### config.mk
export PLATFORM = sky130hd
export DESIGN_NAME = i2c_register_target_top_flat
export DESIGN_NICKNAME = d
export VERILOG_FILES = /design/src/hw/rtl/i2crt_pkg.sv /design/src/hw/rtl/i2crt_in_if.sv /design/src/hw/rtl/i2crt_out_if.sv /design/src/hw/rtl/i2c_register_target_top.sv /design/src/hw/rtl/i2crt_cfg.sv /design/src/hw/rtl/i2crt_engine.sv /design/src/hw/rtl/i2crt_out_buf.sv /design/src/flat_wrapper.sv
export SDC_FILE = /design/constraint.sdc
export NUM_CORES = 1
export LEC_CHECK = 0
export ABC_AREA = 1
export BUFFER_PORTS_ARGS = -buffer_cell sky130_fd_sc_hd__buf_2
export CORE_MARGIN = 10
export CORE_UTILIZATION = 55
export DETAILED_ROUTE_END_ITERATION = 6
export GPL_TIMING_DRIVEN = 1
export HOLD_SLACK_MARGIN = 0.02
export PLACE_DENSITY = 0.81
export SETUP_SLACK_MARGIN = 0.2
export SYNTH_ARGS = -nofsm -noshare
export SYNTH_HDL_FRONTEND = slang
export SYNTH_SLANG_ARGS = --single-unit
export TNS_END_PERCENT = 1
### constraint.sdc
create_clock -name clk -period 6.9 [get_ports clk]
set_input_delay 1.035 -clock clk [delete_from_list [all_inputs] [get_ports clk]]
set_output_delay 1.035 -clock clk [all_outputs]
set_load 0.02 [all_outputs]
### src/hw/rtl/i2crt_pkg.sv
// ----------------------------------------------------------------------------
// i2crt_pkg
// Types and constants shared by the I2C register target.
// ----------------------------------------------------------------------------
package i2crt_pkg;

  // Bits in one bus byte
  localparam int unsigned BYTE_BITS = 8;
  localparam int unsigned BITS_W    = 4;

  // Configuration port
  localparam int unsigned CFG_ADDR_W = 3;
  localparam int unsigned CFG_DATA_W = 32;
  localparam int unsigned DEV_ADDR_W = 7;

  // Register indexes (word index = paddr >> 2)
  localparam logic REG_TARGET_ADDR = 1'b0;

  // Bus phase codes
  typedef enum logic [2:0] {
    PH_IDLE    = 3'd0,
    PH_ADDRESS = 3'd1,
    PH_SEND    = 3'd2,
    PH_RECEIVE = 3'd3,
    PH_ACK     = 3'd4,
    PH_MACK    = 3'd5
  } phase_t;

  // One result word
  typedef struct packed {
    logic       sda_out;
    logic       sda_update;
    logic       write_valid;
    logic [7:0] write_addr;
    logic [7:0] write_data;
    logic       read_strobe;
    logic [7:0] reg_pointer;
    logic       stop_seen;
  } res_t;

endpackage

### src/hw/rtl/i2crt_in_if.sv
// ----------------------------------------------------------------------------
// i2crt_in_if
// Input channel: one sample of the bus lines plus the register file byte.
// ----------------------------------------------------------------------------
interface i2crt_in_if;
  logic       valid;
  logic       ready;
  logic       scl;
  logic       sda;
  logic [7:0] read_data;

  modport source (output valid, output scl, output sda, output read_data, input ready);
  modport sink   (input valid, input scl, input sda, input read_data, output ready);
endinterface

### src/hw/rtl/i2crt_out_if.sv
// ----------------------------------------------------------------------------
// i2crt_out_if
// Result channel: SDA drive, register write request and status per sample.
// ----------------------------------------------------------------------------
interface i2crt_out_if;
  logic       valid;
  logic       ready;
  logic       sda_out;
  logic       sda_update;
  logic       write_valid;
  logic [7:0] write_addr;
  logic [7:0] write_data;
  logic       read_strobe;
  logic [7:0] reg_pointer;
  logic       stop_seen;

  modport source (
    output valid, output sda_out, output sda_update, output write_valid,
    output write_addr, output write_data, output read_strobe,
    output reg_pointer, output stop_seen, input ready
  );
  modport sink (
    input valid, input sda_out, input sda_update, input write_valid,
    input write_addr, input write_data, input read_strobe,
    input reg_pointer, input stop_seen, output ready
  );
endinterface

### src/hw/rtl/i2c_register_target_top.sv
// ----------------------------------------------------------------------------
// i2c_register_target_top
// Bit-level 7-bit I2C target with a one-byte register pointer.
//
//   channel  | dir | word
//   ---------+-----+-----------------------------------------------------------
//   in_ch    | in  | scl, sda, read_data (one line sample)
//   out_ch   | out | sda_out, sda_update, write_*, read_strobe, reg_pointer,
//            |     | stop_seen (one result per sample)
//   cfg_*    | in  | APB write/read of the target address at byte address 0
//
// One sample is taken per clock while in_ch.ready is high; its result is
// registered. Synchronous active-low reset returns the bus phase to idle, the
// pointer to zero and the line history to released. Under output stall a skid
// slot takes one more sample, then in_ch.ready drops until it drains.
// ----------------------------------------------------------------------------
module i2c_register_target_top import i2crt_pkg::*; (
  input  logic                  clk,
  input  logic                  rst_n,
  i2crt_in_if.sink              in_ch,
  i2crt_out_if.source           out_ch,
  input  logic                  cfg_psel,
  input  logic                  cfg_penable,
  input  logic                  cfg_pwrite,
  input  logic [CFG_ADDR_W-1:0] cfg_paddr,
  input  logic [CFG_DATA_W-1:0] cfg_pwdata,
  output logic [CFG_DATA_W-1:0] cfg_prdata,
  output logic                  cfg_pready
);

  logic [DEV_ADDR_W-1:0] target_addr;
  logic                  can_push;
  logic                  take;
  res_t                  res;

  // Accept a sample when the skid slot is free
  assign in_ch.ready = can_push;
  assign take        = in_ch.valid && can_push;

  i2crt_cfg u_cfg (
    .clk         (clk),
    .rst_n       (rst_n),
    .psel        (cfg_psel),
    .penable     (cfg_penable),
    .pwrite      (cfg_pwrite),
    .paddr       (cfg_paddr),
    .pwdata      (cfg_pwdata),
    .prdata      (cfg_prdata),
    .pready      (cfg_pready),
    .target_addr (target_addr)
  );

  i2crt_engine u_engine (
    .clk         (clk),
    .rst_n       (rst_n),
    .take        (take),
    .scl         (in_ch.scl),
    .sda         (in_ch.sda),
    .read_data   (in_ch.read_data),
    .target_addr (target_addr),
    .res         (res)
  );

  i2crt_out_buf u_out_buf (
    .clk      (clk),
    .rst_n    (rst_n),
    .push     (take),
    .push_res (res),
    .can_push (can_push),
    .out_ch   (out_ch)
  );

endmodule

### src/hw/rtl/i2crt_cfg.sv
// ----------------------------------------------------------------------------
// i2crt_cfg
// APB-style register block holding the target's device address.
// ----------------------------------------------------------------------------
module i2crt_cfg import i2crt_pkg::*; (
  input  logic                  clk,
  input  logic                  rst_n,
  input  logic                  psel,
  input  logic                  penable,
  input  logic                  pwrite,
  input  logic [CFG_ADDR_W-1:0] paddr,
  input  logic [CFG_DATA_W-1:0] pwdata,
  output logic [CFG_DATA_W-1:0] prdata,
  output logic                  pready,
  output logic [DEV_ADDR_W-1:0] target_addr
);

  logic [DEV_ADDR_W-1:0] dev_addr_r;
  logic [DEV_ADDR_W-1:0] dev_addr_nxt;
  logic                  wr_en;
  logic                  hit;

  assign pready = 1'b1;
  assign hit    = (paddr[CFG_ADDR_W-1] == REG_TARGET_ADDR);
  assign wr_en  = psel && penable && pwrite && pready && hit;

  // Capture the address on the access cycle
  always_comb begin
    dev_addr_nxt = dev_addr_r;
    if (wr_en) begin
      dev_addr_nxt = pwdata[DEV_ADDR_W-1:0];
    end
  end

  always_ff @(posedge clk) begin
    if (!rst_n) begin
      dev_addr_r <= '0;
    end else begin
      dev_addr_r <= dev_addr_nxt;
    end
  end

  // Read back
  always_comb begin
    prdata = '0;
    if (hit) begin
      prdata = {{(CFG_DATA_W-DEV_ADDR_W){1'b0}}, dev_addr_r};
    end
  end

  assign target_addr = dev_addr_r;

endmodule

### src/hw/rtl/i2crt_engine.sv
// ----------------------------------------------------------------------------
// i2crt_engine
// Bus protocol state and per-sample decode: START/STOP, address, data, ACK.
// ----------------------------------------------------------------------------
module i2crt_engine import i2crt_pkg::*; (
  input  logic                  clk,
  input  logic                  rst_n,
  input  logic                  take,
  input  logic                  scl,
  input  logic                  sda,
  input  logic [7:0]            read_data,
  input  logic [DEV_ADDR_W-1:0] target_addr,
  output res_t                  res
);

  phase_t            phase_r, phase_nxt;
  logic [BITS_W-1:0] bits_r, bits_nxt;
  logic [7:0]        addr_sh_r, addr_sh_nxt;
  logic              rd_req_r, rd_req_nxt;
  logic              addressed_r, addressed_nxt;
  logic [7:0]        rx_sh_r, rx_sh_nxt;
  logic [7:0]        tx_sh_r, tx_sh_nxt;
  logic [7:0]        ptr_r, ptr_nxt;
  logic              exp_ptr_r, exp_ptr_nxt;
  logic              last_sda_r, last_sda_nxt;
  logic              last_scl_r, last_scl_nxt;

  logic [BITS_W-1:0] bits_dec;
  logic              rd_req_new;
  logic [7:0]        rx_new;
  logic              sdo;

  assign bits_dec   = bits_r - BITS_W'(1);
  assign rd_req_new = (bits_r > BITS_W'(1)) ? rd_req_r : sda;
  assign rx_new     = {rx_sh_r[6:0], sda};

  // Decode one sample
  always_comb begin
    phase_nxt     = phase_r;
    bits_nxt      = bits_r;
    addr_sh_nxt   = addr_sh_r;
    rd_req_nxt    = rd_req_r;
    addressed_nxt = addressed_r;
    rx_sh_nxt     = rx_sh_r;
    tx_sh_nxt     = tx_sh_r;
    ptr_nxt       = ptr_r;
    exp_ptr_nxt   = exp_ptr_r;
    sdo           = 1'b1;
    res           = '0;

    if (scl && (sda != last_sda_r)) begin
      // START or STOP
      if (last_sda_r) begin
        phase_nxt   = PH_ADDRESS;
        addr_sh_nxt = '0;
        bits_nxt    = BITS_W'(BYTE_BITS);
      end else begin
        phase_nxt     = PH_IDLE;
        res.stop_seen = 1'b1;
      end
    end else if (!last_scl_r && scl) begin
      // Rising SCL: sample
      unique case (phase_r)
        PH_ADDRESS: begin
          if (bits_r > BITS_W'(1)) begin
            addr_sh_nxt = {addr_sh_r[6:0], sda};
          end else begin
            rd_req_nxt = sda;
          end
          bits_nxt = bits_dec;
          if (bits_dec == '0) begin
            bits_nxt = BITS_W'(BYTE_BITS);
            if (addr_sh_r == {1'b0, target_addr}) begin
              addressed_nxt = 1'b1;
              if (rd_req_new) begin
                tx_sh_nxt       = read_data;
                res.read_strobe = 1'b1;
                exp_ptr_nxt     = 1'b1;
              end
              phase_nxt = PH_ACK;
            end else begin
              addressed_nxt = 1'b0;
              phase_nxt     = PH_IDLE;
            end
          end
        end
        PH_RECEIVE: begin
          rx_sh_nxt = rx_new;
          bits_nxt  = bits_dec;
          if (bits_dec == '0) begin
            bits_nxt = BITS_W'(BYTE_BITS);
            if (exp_ptr_r) begin
              ptr_nxt     = rx_new;
              exp_ptr_nxt = 1'b0;
            end else begin
              res.write_valid = 1'b1;
              res.write_addr  = ptr_r;
              res.write_data  = rx_new;
              exp_ptr_nxt     = 1'b1;
            end
            phase_nxt = PH_ACK;
          end
        end
        PH_ACK: begin
          if (addressed_r) begin
            if (rd_req_r) begin
              phase_nxt = PH_SEND;
              bits_nxt  = BITS_W'(BYTE_BITS);
            end else begin
              phase_nxt = PH_RECEIVE;
            end
          end else begin
            phase_nxt = PH_IDLE;
          end
        end
        PH_MACK: phase_nxt = PH_IDLE;
        default: ;
      endcase
    end else if (last_scl_r && !scl) begin
      // Falling SCL: drive
      res.sda_update = 1'b1;
      unique case (phase_r)
        PH_ACK: sdo = !addressed_r;
        PH_SEND: begin
          sdo       = tx_sh_r[7];
          tx_sh_nxt = {tx_sh_r[6:0], 1'b0};
          bits_nxt  = bits_dec;
          if (bits_dec == '0) begin
            phase_nxt = PH_MACK;
          end
        end
        default: sdo = 1'b1;
      endcase
    end

    last_sda_nxt    = sda;
    last_scl_nxt    = scl;
    res.sda_out     = res.sda_update ? sdo : 1'b1;
    res.reg_pointer = ptr_nxt;
  end

  // Advance state on each taken sample
  always_ff @(posedge clk) begin
    if (!rst_n) begin
      phase_r     <= PH_IDLE;
      bits_r      <= '0;
      addr_sh_r   <= '0;
      rd_req_r    <= 1'b0;
      addressed_r <= 1'b0;
      rx_sh_r     <= '0;
      tx_sh_r     <= '0;
      ptr_r       <= '0;
      exp_ptr_r   <= 1'b1;
      last_sda_r  <= 1'b1;
      last_scl_r  <= 1'b1;
    end else if (take) begin
      phase_r     <= phase_nxt;
      bits_r      <= bits_nxt;
      addr_sh_r   <= addr_sh_nxt;
      rd_req_r    <= rd_req_nxt;
      addressed_r <= addressed_nxt;
      rx_sh_r     <= rx_sh_nxt;
      tx_sh_r     <= tx_sh_nxt;
      ptr_r       <= ptr_nxt;
      exp_ptr_r   <= exp_ptr_nxt;
      last_sda_r  <= last_sda_nxt;
      last_scl_r  <= last_scl_nxt;
    end
  end

endmodule

### src/hw/rtl/i2crt_out_buf.sv
// ----------------------------------------------------------------------------
// i2crt_out_buf
// Result register with a skid slot that takes one more result under stall.
// ----------------------------------------------------------------------------
module i2crt_out_buf import i2crt_pkg::*; (
  input  logic         clk,
  input  logic         rst_n,
  input  logic         push,
  input  res_t         push_res,
  output logic         can_push,
  i2crt_out_if.source  out_ch
);

  logic out_vld_r, out_vld_nxt;
  logic skid_vld_r, skid_vld_nxt;
  res_t out_res_r, out_res_nxt;
  res_t skid_res_r, skid_res_nxt;

  assign can_push = !skid_vld_r;

  // Move words between slots
  always_comb begin
    out_vld_nxt  = out_vld_r;
    skid_vld_nxt = skid_vld_r;
    out_res_nxt  = out_res_r;
    skid_res_nxt = skid_res_r;
    if (!out_vld_r || out_ch.ready) begin
      if (skid_vld_r) begin
        out_vld_nxt  = 1'b1;
        out_res_nxt  = skid_res_r;
        skid_vld_nxt = 1'b0;
      end else begin
        out_vld_nxt = push;
        out_res_nxt = push_res;
      end
    end else if (push) begin
      skid_vld_nxt = 1'b1;
      skid_res_nxt = push_res;
    end
  end

  always_ff @(posedge clk) begin
    if (!rst_n) begin
      out_vld_r  <= 1'b0;
      skid_vld_r <= 1'b0;
    end else begin
      out_vld_r  <= out_vld_nxt;
      skid_vld_r <= skid_vld_nxt;
    end
  end

  // Hold payload
  always_ff @(posedge clk) begin
    out_res_r  <= out_res_nxt;
    skid_res_r <= skid_res_nxt;
  end

  assign out_ch.valid       = out_vld_r;
  assign out_ch.sda_out     = out_res_r.sda_out;
  assign out_ch.sda_update  = out_res_r.sda_update;
  assign out_ch.write_valid = out_res_r.write_valid;
  assign out_ch.write_addr  = out_res_r.write_addr;
  assign out_ch.write_data  = out_res_r.write_data;
  assign out_ch.read_strobe = out_res_r.read_strobe;
  assign out_ch.reg_pointer = out_res_r.reg_pointer;
  assign out_ch.stop_seen   = out_res_r.stop_seen;

endmodule

### src/flat_wrapper.sv
// flat-port wrapper written by rule: the top's interface ports become plain ports
module i2c_register_target_top_flat import i2crt_pkg::*;
  (clk, rst_n, cfg_psel, cfg_penable, cfg_pwrite, cfg_paddr, cfg_pwdata, cfg_prdata, cfg_pready, in_ch_valid, in_ch_scl, in_ch_sda, in_ch_read_data, in_ch_ready, out_ch_valid, out_ch_sda_out, out_ch_sda_update, out_ch_write_valid, out_ch_write_addr, out_ch_write_data, out_ch_read_strobe, out_ch_reg_pointer, out_ch_stop_seen, out_ch_ready);
  i2crt_in_if in_ch_i ();
  i2crt_out_if out_ch_i ();
  input  logic clk;
  input  logic rst_n;
  input  logic cfg_psel;
  input  logic cfg_penable;
  input  logic cfg_pwrite;
  input  logic [CFG_ADDR_W-1:0] cfg_paddr;
  input  logic [CFG_DATA_W-1:0] cfg_pwdata;
  output logic [CFG_DATA_W-1:0] cfg_prdata;
  output logic cfg_pready;
  input wire logic [$bits(in_ch_i.valid)-1:0] in_ch_valid;
  input wire logic [$bits(in_ch_i.scl)-1:0] in_ch_scl;
  input wire logic [$bits(in_ch_i.sda)-1:0] in_ch_sda;
  input wire logic [$bits(in_ch_i.read_data)-1:0] in_ch_read_data;
  output wire logic [$bits(in_ch_i.ready)-1:0] in_ch_ready;
  output wire logic [$bits(out_ch_i.valid)-1:0] out_ch_valid;
  output wire logic [$bits(out_ch_i.sda_out)-1:0] out_ch_sda_out;
  output wire logic [$bits(out_ch_i.sda_update)-1:0] out_ch_sda_update;
  output wire logic [$bits(out_ch_i.write_valid)-1:0] out_ch_write_valid;
  output wire logic [$bits(out_ch_i.write_addr)-1:0] out_ch_write_addr;
  output wire logic [$bits(out_ch_i.write_data)-1:0] out_ch_write_data;
  output wire logic [$bits(out_ch_i.read_strobe)-1:0] out_ch_read_strobe;
  output wire logic [$bits(out_ch_i.reg_pointer)-1:0] out_ch_reg_pointer;
  output wire logic [$bits(out_ch_i.stop_seen)-1:0] out_ch_stop_seen;
  input wire logic [$bits(out_ch_i.ready)-1:0] out_ch_ready;
  assign in_ch_i.valid = in_ch_valid;
  assign in_ch_i.scl = in_ch_scl;
  assign in_ch_i.sda = in_ch_sda;
  assign in_ch_i.read_data = in_ch_read_data;
  assign in_ch_ready = in_ch_i.ready;
  assign out_ch_valid = out_ch_i.valid;
  assign out_ch_sda_out = out_ch_i.sda_out;
  assign out_ch_sda_update = out_ch_i.sda_update;
  assign out_ch_write_valid = out_ch_i.write_valid;
  assign out_ch_write_addr = out_ch_i.write_addr;
  assign out_ch_write_data = out_ch_i.write_data;
  assign out_ch_read_strobe = out_ch_i.read_strobe;
  assign out_ch_reg_pointer = out_ch_i.reg_pointer;
  assign out_ch_stop_seen = out_ch_i.stop_seen;
  assign out_ch_i.ready = out_ch_ready;
  i2c_register_target_top u_core (.clk(clk), .rst_n(rst_n), .in_ch(in_ch_i), .out_ch(out_ch_i), .cfg_psel(cfg_psel), .cfg_penable(cfg_penable), .cfg_pwrite(cfg_pwrite), .cfg_paddr(cfg_paddr), .cfg_pwdata(cfg_pwdata), .cfg_prdata(cfg_prdata), .cfg_pready(cfg_pready));
endmodule
==> impl_metrics.yaml, run 1 <==
synthesis:
  synth.most_common_cell: "nand2_1"
  synth_common_cells: "nand2_1, nor2_1, inv_1, edfxtp_1, dfxtp_1"
  yosys_warnings: 0
  yosysSeqAreaShare: 0.5244
  synth_area_um2: 5306
  synth_cell_type_count: 33
  synthFlopType: "edfxtp_1"
  ys_ff_latch: 110
  netlist.top_cell.by_area: "edfxtp_1"
  synth_top_area_share: 0.3282
  netlist_instances: 631
  synth_edf_count: 58
  syn_area_per_cell_um2: 8.409
  ys_top_cells_by_area: "edfxtp_1, dfxtp_1, nand2_1"
  async_reset_ff_frac: 0
clock_network:
  htree_levels: 3
  postCtsSetupBuffers: 0
  clk_path_buf_depth: 2
  ctsResizeCount: 0
  cts_tree: "built"
  insertion_delay_ns: 0.38
  cts_root_buf: "clkbuf_8"
  numClockSinks: 110
  clk_pin_slew_worst_paths_ns: 0.10
  holdBufCountCts: 0
  numCtsBuffers: 9
grt:
  grt_overflow: 0
  grt_usage: 0.1610
  first_global_vias: 4235
  grt_start_max_net_pins: 39
  grt_pass1_wl_um: 19040
  antenna_found_initial: 0
floorplanning:
  rows: 35
  die_h_um: 118.2
  die_x_um: 118.2
  ios: 116
  core_area_um2: 9328
  die-area_um2: 13980
  initial_core_util: 0.5689
route:
  remaining_drc_errors: 0
  route.antenna.remaining_nets: 0
  routedWlPerCell_um: 13.90
  avgViaCountPerCell: 5.113
  drt-initial-drc-count: 334
  via_count: 4172
  drt_wl_total_um: 11340
  firstDrtPassIters: 5
power:
  peakVddDrop_v: 0.00009551
  finalPower_mw: 1.287
  power_density_nw_per_um2: 223.6
  power_leakage_nw: 2.656
run:
  cap_violations: 0
placement:
  port_buffers: 62
  hpwl_um: 8084
  dp.cells: 800
  gp_congestion: 0.8848
cells_and_area:
  nFillCells: 802
  multi_input_area_um2: 1966
  areaGrowthSynthToFinish_pct: 8.465
  seq_area_um2: 2783
  final_util: 0.6170
  layout-drive-gt1-share: 0.1703
  nets: 736
  instances_no_fill: 816
  n_antenna_cell: 0
timing:
  fin_crit_sh: 0.3900
  skew_ns: 0.01055
  rsz0062_at_grt: "no"
  setup_viol: 0
  fin_setup_tns_ns: 0
  maxSlewViolCount: 0
  hold_viol_final: 0
  tightest_slew_ns: 0.6358
  fmax_mhz: 371.6
  fin_crit_ns: 2.691
  max-slew-margin-rel: 0.5735
hold_path:
  hp-class: "reg -> reg"
setup_path:
  ff2ff_setup_slack_ns: 4.77
  reg2reg_to: "u_core.u_out_buf.skid_res_r[9]"
  cp-end-kind: "output pin"
  worstSetupPathType: "reg -> out"
  path_max_fanout: 38
  cp-endpoint: "in_ch_ready"
  r2r-start: "u_core.u_out_buf.skid_vld_r"
  crit_path_start_kind: "flip-flop"
  reg2regPathDepth: 4
  cp-startpoint: "u_core.u_out_buf.skid_vld_r"
  required_ns: 5.86
  arrival_ns: 1.66
outcome:
  status: "finished clean"
## worst max-delay path, stage by stage (launching register included)
cell	delay, ns
dfxtp_1	0.38
buf_4	0.23
inv_1	0.07
buf_4	0.35
buf_2	0.24
## cell usage in the layout (no fill, tap or decap), types with 3 or more instances in the layout
cell        count
inv_1          73
clkinvlp_4      3
a31oi_1        10
o21ai_1         8
dfxtp_1        52
clkbuf_8        9
nand2_2         4
conb_1         26
nand3_1        25
inv_2           4
nand4_1         3
buf_2          62
nor2_1         75
nand2_4         3
nor2_2          5
nand2_1       154
buf_4           4
a211oi_1        8
edfxtp_1       58
a21oi_1        38
nor2_4         10
o21ai_0        32
## through the flow
step | cell area, um^2 | hold WS, ns | setup slack [ns]
floorplan | 5396 | 0.4368 | 3.587
detailed placement | 5555 | 0.4620 | 3.959
global route | 5756 | 0.5077 | 4.110
CTS | 5756 | 0.4763 | 4.205
finish | 5756 | 0.4825 | 4.209
global placement | 5555 | 0.4539 | 3.959
## routing by layer
metal	global-route usage	share of wire	up-vias
met2	0.2820	0.50	146
li1	-	-	2076
met1	0.1806	0.41	1931
met3	0.04284	0.065	19
met5	0	0	-
met4	0.06801	0.018	0
## sequential cells by signal, summed over array words and instances (netlist names), 3 cells and up
| register | count |
|---|---|
| u_core.u_cfg.target_addr | 7 |
| u_core.u_engine.phase_r | 3 |
| u_core.u_engine.tx_sh_r | 8 |
| u_core.u_out_buf.skid_res_r | 29 |
| u_core.u_out_buf.out_ch.reg_pointer | 8 |
| u_core.u_out_buf.out_ch.write_data | 8 |
| u_core.u_engine.bits_r | 4 |
| u_core.u_engine.rx_sh_r | 7 |
| u_core.u_engine.ptr_r | 8 |
| u_core.u_engine.addr_sh_r | 8 |
| u_core.u_out_buf.out_ch.write_addr | 8 |
## logic make-up after synthesis
kind of cell    count (synthesis)  share of synthesized area
buf+inv                       130                     0.1226
flops                         110                     0.5244
fa+ha+maj                       2                   0.004715
simple gates                  284                     0.2377
compound gates                103                     0.1092
other cells                     2                   0.001415
## power breakdown
group          switching [mW]  total, mW  internal (mW)
clock network           0.223      0.394          0.171
registers              0.0123      0.728          0.716
logic                   0.119      0.165         0.0459
## cell type report
class,instances,area share
Sequential cell,110,0.4835
Clock inverter,6,0.01261
Inverter,80,0.05304
Clock buffer,10,0.02217
Tap cell,129,0.02804
Timing Repair Buffer,66,0.05913
Multi-Input combinational cell,415,0.3415
## how the worst min path moves through the flow
| stage | from | endpoint | slack (ns) | cells after the start |
|---|---|---|---|---|
| after detailed placement | u_core.u_engine.addr_sh_r[7] | u_core.u_engine.addr_sh_r[7] | 0.46 | 2 |
| final | u_core.u_engine.rx_sh_r[6] | u_core.u_engine.rx_sh_r[6] | 0.48 | 2 |
| after floorplan | u_core.u_engine.addr_sh_r[7] | u_core.u_engine.addr_sh_r[7] | 0.44 | 2 |
| after global routing | u_core.u_engine.bits_r[1] | u_core.u_engine.bits_r[1] | 0.51 | 2 |
| after global placement | u_core.u_engine.addr_sh_r[7] | u_core.u_engine.addr_sh_r[7] | 0.45 | 2 |
| after CTS | u_core.u_engine.addr_sh_r[7] | u_core.u_engine.addr_sh_r[7] | 0.48 | 2 |
Power figures use the tool's default switching activity.
==> run 2: changes to the inputs <==
ABC_AREA = 0   (was 1)
CORE_UTILIZATION = 49   (was 55)
PLACE_DENSITY = 0.76   (was 0.81)
clock period = 2.2 ns   (was 6.9 ns; I/O delays follow)
==> run 2 against run 1 <==
Against the previous run:
- the flow now finishes with violations (negative setup slack)
- first-iteration DRC count decreased by 46%
- worst setup slack got worse by 4.2 ns
- via count shrank 16%
- global-route usage fell by 1.8 points
- flip-flop and latch count unchanged
- area after synthesis fell by 3.8%
==> impl_metrics.yaml, run 2 <==
outcome:
  status: "finished, violations left"
  violations: "negative setup slack"
synthesis:
  ys_top_cells_by_area: "edfxtp_1, dfxtp_1, mux2_2"
  synth_edf_count: 58
  synth.most_common_cell: "edfxtp_1"
  synthFlopType: "edfxtp_1"
  synth_common_cells: "edfxtp_1, dfxtp_1, mux2_2, nor2_1, mux2i_1"
  synth_cell_type_count: 54
  ys_ff_latch: 110
  synth_top_area_share: 0.3413
  netlist.top_cell.by_area: "edfxtp_1"
  yosys_warnings: 0
  netlist_instances: 442
  async_reset_ff_frac: 0
  yosysSeqAreaShare: 0.5452
  synth_area_um2: 5104
  syn_area_per_cell_um2: 11.55
clock_network:
  clk_pin_slew_worst_paths_ns: 0.12
  insertion_delay_ns: 0.38
  holdBufCountCts: 0
  cts_tree: "built"
  cts_root_buf: "clkbuf_8"
  htree_levels: 3
  numClockSinks: 110
  numCtsBuffers: 9
  clk_path_buf_depth: 2
cells_and_area:
  final_common_cell: "buf_2"
  nets: 584
  final_cell_mix: "buf_2, edfxtp_1, dfxtp_1, nor2_1, mux2i_1"
  largest_reg_flops: 29
  areaGrowthSynthToFinish_pct: 20.59
  layout-drive-gt1-share: 0.3832
  n_antenna_cell: 0
  largest-register: "u_core.u_out_buf.skid_res_r"
  nFillCells: 829
grt:
  antenna_found_initial: 0
  first_global_vias: 3625
  grt_start_max_net_pins: 47
  grt_usage: 0.1432
  grt_pass1_wl_um: 17700
  grt_overflow: 0
power:
  power_leakage_nw: 2.595
  peakVddDrop_v: 0.0003566
  power_density_nw_per_um2: 645.1
  finalPower_mw: 3.971
route:
  avgViaCountPerCell: 5.235
  remaining_drc_errors: 0
  drt-initial-drc-count: 182
  route.antenna.remaining_nets: 0
  firstDrtPassIters: 5
  drt_wl_total_um: 10820
  via_count: 3513
  routedWlPerCell_um: 16.12
placement:
  hpwl_um: 7432
  port_buffers: 62
  dp_slack_ns: -0.09491
  gp_congestion: 0.8792
timing:
  setup_viol: 1
  fin_ws_ns: -0.005046
  fmax_mhz: 453.5
  fin_crit_ns: 2.205
  max-slew-margin-rel: 0.4310
  fin_setup_tns_ns: -0.005046
  hold_viol_final: 0
  skew_ns: 0.01677
  maxSlewViolCount: 0
  rsz0062_at_grt: "yes"
  tightest_slew_ns: 0.8523
  fin_crit_sh: 1.002
setup_path:
  ff2ff_setup_slack_ns: -0.005
  crit_path_start_kind: "flip-flop"
  worstSetupPathType: "reg -> reg"
  required_ns: 2.33
  arrival_ns: 2.33
  path_max_fanout: 8
  cp-end-kind: "flip-flop"
floorplanning:
  ios: 116
  initial_core_util: 0.4988
  die_h_um: 122.1
  core_area_um2: 10230
  die_x_um: 122.1
  die-area_um2: 14900
  rows: 37
hold_path:
  hp-class: "in -> reg"
run:
  cap_violations: 0
[run 2: kinds of logic (layout without fill, tap and decap cells)]
| group | after synthesis | count (layout) | synth area share |
|---|---|---|---|
| adders and majority gates | 2 | 2 | 0.004902 |
| xor gates and xnor gates | 8 | 8 | 0.01373 |
| DFF | 110 | 110 | 0.5452 |
| and+or+nand+nor | 141 | 141 | 0.1456 |
| AOI/OAI and AO/OA | 61 | 61 | 0.08973 |
| buffers and inverters | 53 | 122 | 0.06325 |
| other | 2 | 26 | 0.001471 |
| muxes | 65 | 65 | 0.1361 |
[run 2: per-layer routing]
layer	up-vias	wire, um	track usage
li1	1714	-	-
met1	1684	4837	0.1848
met2	107	5272	0.2338
met3	8	616	0.03700
met4	0	90	0.03756
met5	-	0	0
[run 2: cell type report]
type	instances	area, um^2	area share
Multi-Input combinational cell	303	2298	0.3734
Tap cell	136	170.2	0.02765
Sequential cell	110	2788	0.4529
Clock buffer	9	123.9	0.02013
Inverter	8	30.03	0.004879
Clock inverter	7	93.84	0.01525
Timing Repair Buffer	98	650.6	0.1057
[run 2: worst paths after layout]
path / depth (start not counted) / endpoint / from
setup / recovery: 9 / u_core.u_out_buf.out_ch.write_data[1] / u_core.u_engine.bits_r[0]
hold / removal: 3 / u_core.u_cfg.target_addr[0] / cfg_pwdata[0]
setup reg to reg: 9 / u_core.u_out_buf.out_ch.write_data[1] / u_core.u_engine.bits_r[0]
hold reg to reg: 2 / u_core.u_engine.addr_sh_r[7] / u_core.u_engine.addr_sh_r[7]
[run 2: timing repair]
item,in CTS,in global routing
pin swaps,18,13
endpoints found under the setup margin,72,83
setup buffers,3,2
hold endpoints to repair,0,0
gates resized for setup,16,45
cloned,1,1
[run 2: critical path, cell delays in order (launching register included)]
cell and delay, ns:
dfxtp_2 0.35, buf_4 0.13, ha_2 0.19, nor2b_2 0.16, a32oi_4 0.28, buf_6 0.20
nor4_4 0.07, clkbuf_16 0.17, and2_4 0.16, mux2_4 0.25
[run 2: power by group]
| part | switching, mW | internal (mW) |
|---|---|---|
| clock | 0.792 | 0.467 |
| sequential | 0.0326 | 2.22 |
| combinational | 0.294 | 0.168 |
| total | 1.12 | 2.85 |
[run 2: per-stage QoR]
stage | cells | instance area, um^2 | util | hold slack (ns)
floorplan | 466 | 5202 | - | 0.4321
global placement | 648 | 5652 | 0.5524 | 0.4419
detailed placement | 648 | 5652 | 0.5524 | 0.4587
CTS | 668 | 5954 | 0.5820 | 0.1752
global route | 671 | 6155 | 0.6016 | 0.1848
finish | 671 | 6155 | 0.6016 | 0.1826
==> run 3: changes to the inputs <==
SKIP_CTS_REPAIR_TIMING = 1   (was not set)
==> run 3 against run 2 <==
Against the previous run:
- the flow still finishes with violations (negative setup slack)
- register-to-register slack got worse by 0.05 ns
- clock-buffer cell count did not move
- die area did not move
- combinational power rose by 0.9%
- sequential share of layout area rose by 0.16 points
- non-clock buffer count rose by 1
- fmax fell by 2.1%
- via count fell by 0.48%
- clock skew rose by 0.0036 ns
- routed wire length fell by 0.68%
- worst hold slack barely moved
- first-iteration DRC count rose by 18%
- largest cell class unchanged
==> impl_metrics.yaml, run 3 (synthesis gave the netlist of run 2 again) <==
outcome:
  status: "finished, violations left"
  violations: "negative setup slack"
route:
  routedWlPerCell_um: 15.99
  drt_wl_total_um: 10740
  via_count: 3496
  remaining_drc_errors: 0
  route.antenna.remaining_nets: 0
  drt-initial-drc-count: 214
  firstDrtPassIters: 4
  avgViaCountPerCell: 5.202
grt:
  antenna_found_initial: 0
  first_global_vias: 3602
  grt_overflow: 0
  grt_start_max_net_pins: 47
  grt_usage: 0.1406
  grt_pass1_wl_um: 17420
clock_network:
  clk_path_buf_depth: 2
  numClockSinks: 110
  numCtsBuffers: 9
  htree_levels: 3
  insertion_delay_ns: 0.38
  clk_pin_slew_worst_paths_ns: 0.12
  cts_tree: "built"
  cts_root_buf: "clkbuf_8"
floorplanning:
  die_x_um: 122.1
  die_h_um: 122.1
  initial_core_util: 0.4988
  core_area_um2: 10230
  ios: 116
  rows: 37
  die-area_um2: 14900
setup_path:
  crit_path_start_kind: "flip-flop"
  arrival_ns: 2.52
  crit_top_cell: "buf_6"
  cp-startpoint: "u_core.u_engine.bits_r[1]"
  reg2reg_to: "u_core.u_engine.tx_sh_r[2]"
  path_max_fanout: 8
  r2r-start: "u_core.u_engine.bits_r[1]"
  ff2ff_setup_slack_ns: -0.05
  required_ns: 2.47
  worst_path_largest_cell_delay_ns: 0.40
  crit_chain: "inv_2, ha_4, or2_1, o21ai_2, a32oi_4, buf_6, o41ai_4, buf_6, a21oi_2, a311oi_1"
  cp-end-kind: "flip-flop"
  crit_path_top_delay_cell: "o41ai_4"
  reg2regPathDepth: 10
  worstSetupPathType: "reg -> reg"
power:
  finalPower_mw: 3.966
  power_leakage_nw: 2.583
  power_density_nw_per_um2: 646.9
  peakVddDrop_v: 0.0003530
timing:
  fmax_mhz: 444.0
  fin_crit_ns: 2.252
  hold_viol_final: 0
  fin_hold_ws_ns: 0.1830
  rsz0062_at_grt: "yes"
  fin_setup_tns_ns: -0.1931
  setup_viol: 17
  skew_ns: 0.02040
  tightest_slew_ns: 0.8397
  fin_ws_ns: -0.05247
  fin_crit_sh: 1.024
  max-slew-margin-rel: 0.4402
  maxSlewViolCount: 0
placement:
  dp.cells: 648
  hpwl_um: 7432
  dp_slack_ns: -0.09491
  port_buffers: 62
  gp_congestion: 0.8792
cells_and_area:
  n_antenna_cell: 0
  largest-register: "u_core.u_out_buf.skid_res_r"
  layout-drive-gt1-share: 0.3601
  final_common_cell: "buf_2"
  nFillCells: 837
  nets: 585
  areaGrowthSynthToFinish_pct: 20.13
  final_cell_mix: "buf_2, edfxtp_1, dfxtp_1, nor2_1, mux2i_1"
  instances_no_fill: 672
  largest_reg_flops: 29
hold_path:
  hold_end: "u_core.u_cfg.target_addr[0]"
  hp-class: "in -> reg"
  min_from: "cfg_pwdata[0]"
  hold_depth: 3
run:
  cap_violations: 0
-- run 3: cell count changes in the layout (fill, tap and decap cells not counted), moves of 2 or more --
cell and change:
a21oi_2 +3, mux2_2 -4, and2_1 +9, buf_6 +2, mux2_4 +4, and2_4 -9, a21oi_1 -3
-- run 3: final cells by class --
| type | instances | area, um^2 | share of cell area |
|---|---|---|---|
| Timing Repair Buffer | 99 | 648.1 | 0.1057 |
| Tap cell | 136 | 170.2 | 0.02776 |
| Inverter | 8 | 30.03 | 0.004898 |
| Clock buffer | 9 | 123.9 | 0.02020 |
| Clock inverter | 7 | 93.84 | 0.01531 |
| Sequential cell | 110 | 2786 | 0.4545 |
| Multi-Input combinational cell | 303 | 2278 | 0.3716 |
-- run 3: per-stage QoR --
stage	utilization	instance area (um^2)
4_1_cts	0.5737	5869
6_report	0.5992	6131
3_3_place_gp	0.5524	5652
5_1_grt	0.5992	6131
2_1_floorplan	-	5202
3_5_place_dp	0.5524	5652
-- run 3: critical path: cells and delay by family (launching register included) --
kind | cells | cell delay [ns]
compound gates | 5 | 0.97
fa+ha+maj | 1 | 0.17
buf+inv | 3 | 0.42
flops | 1 | 0.35
simple gates | 1 | 0.23
-- run 3: worst max-delay path by stage --
stage | end | slack [ns]
after global routing | u_core.u_engine.tx_sh_r[2] | -0.15
after global placement | u_core.u_out_buf.out_ch.reg_pointer[6] | -0.04
final | u_core.u_engine.tx_sh_r[2] | -0.05
after CTS | u_core.u_engine.tx_sh_r[1] | -0.11
after detailed placement | u_core.u_out_buf.out_ch.reg_pointer[5] | -0.09
after floorplan | u_core.u_out_buf.out_ch.reg_pointer[2] | -0.13
-- run 3: per-layer routing --
metal  GRT usage  up-vias  routed length, um
li1            -     1721                  -
met5           0        -                  0
met2      0.2318       98               5155
met3     0.03700        9                571
met4     0.03756        0                102
met1      0.1791     1668               4912
-- run 3: power breakdown --
part	switching, mW	internal, mW	leakage (nW)
Clock	0.785	0.467	0.107
Sequential	0.0321	2.22	0.982
Combinational	0.293	0.172	1.49
Total	1.11	2.86	2.58
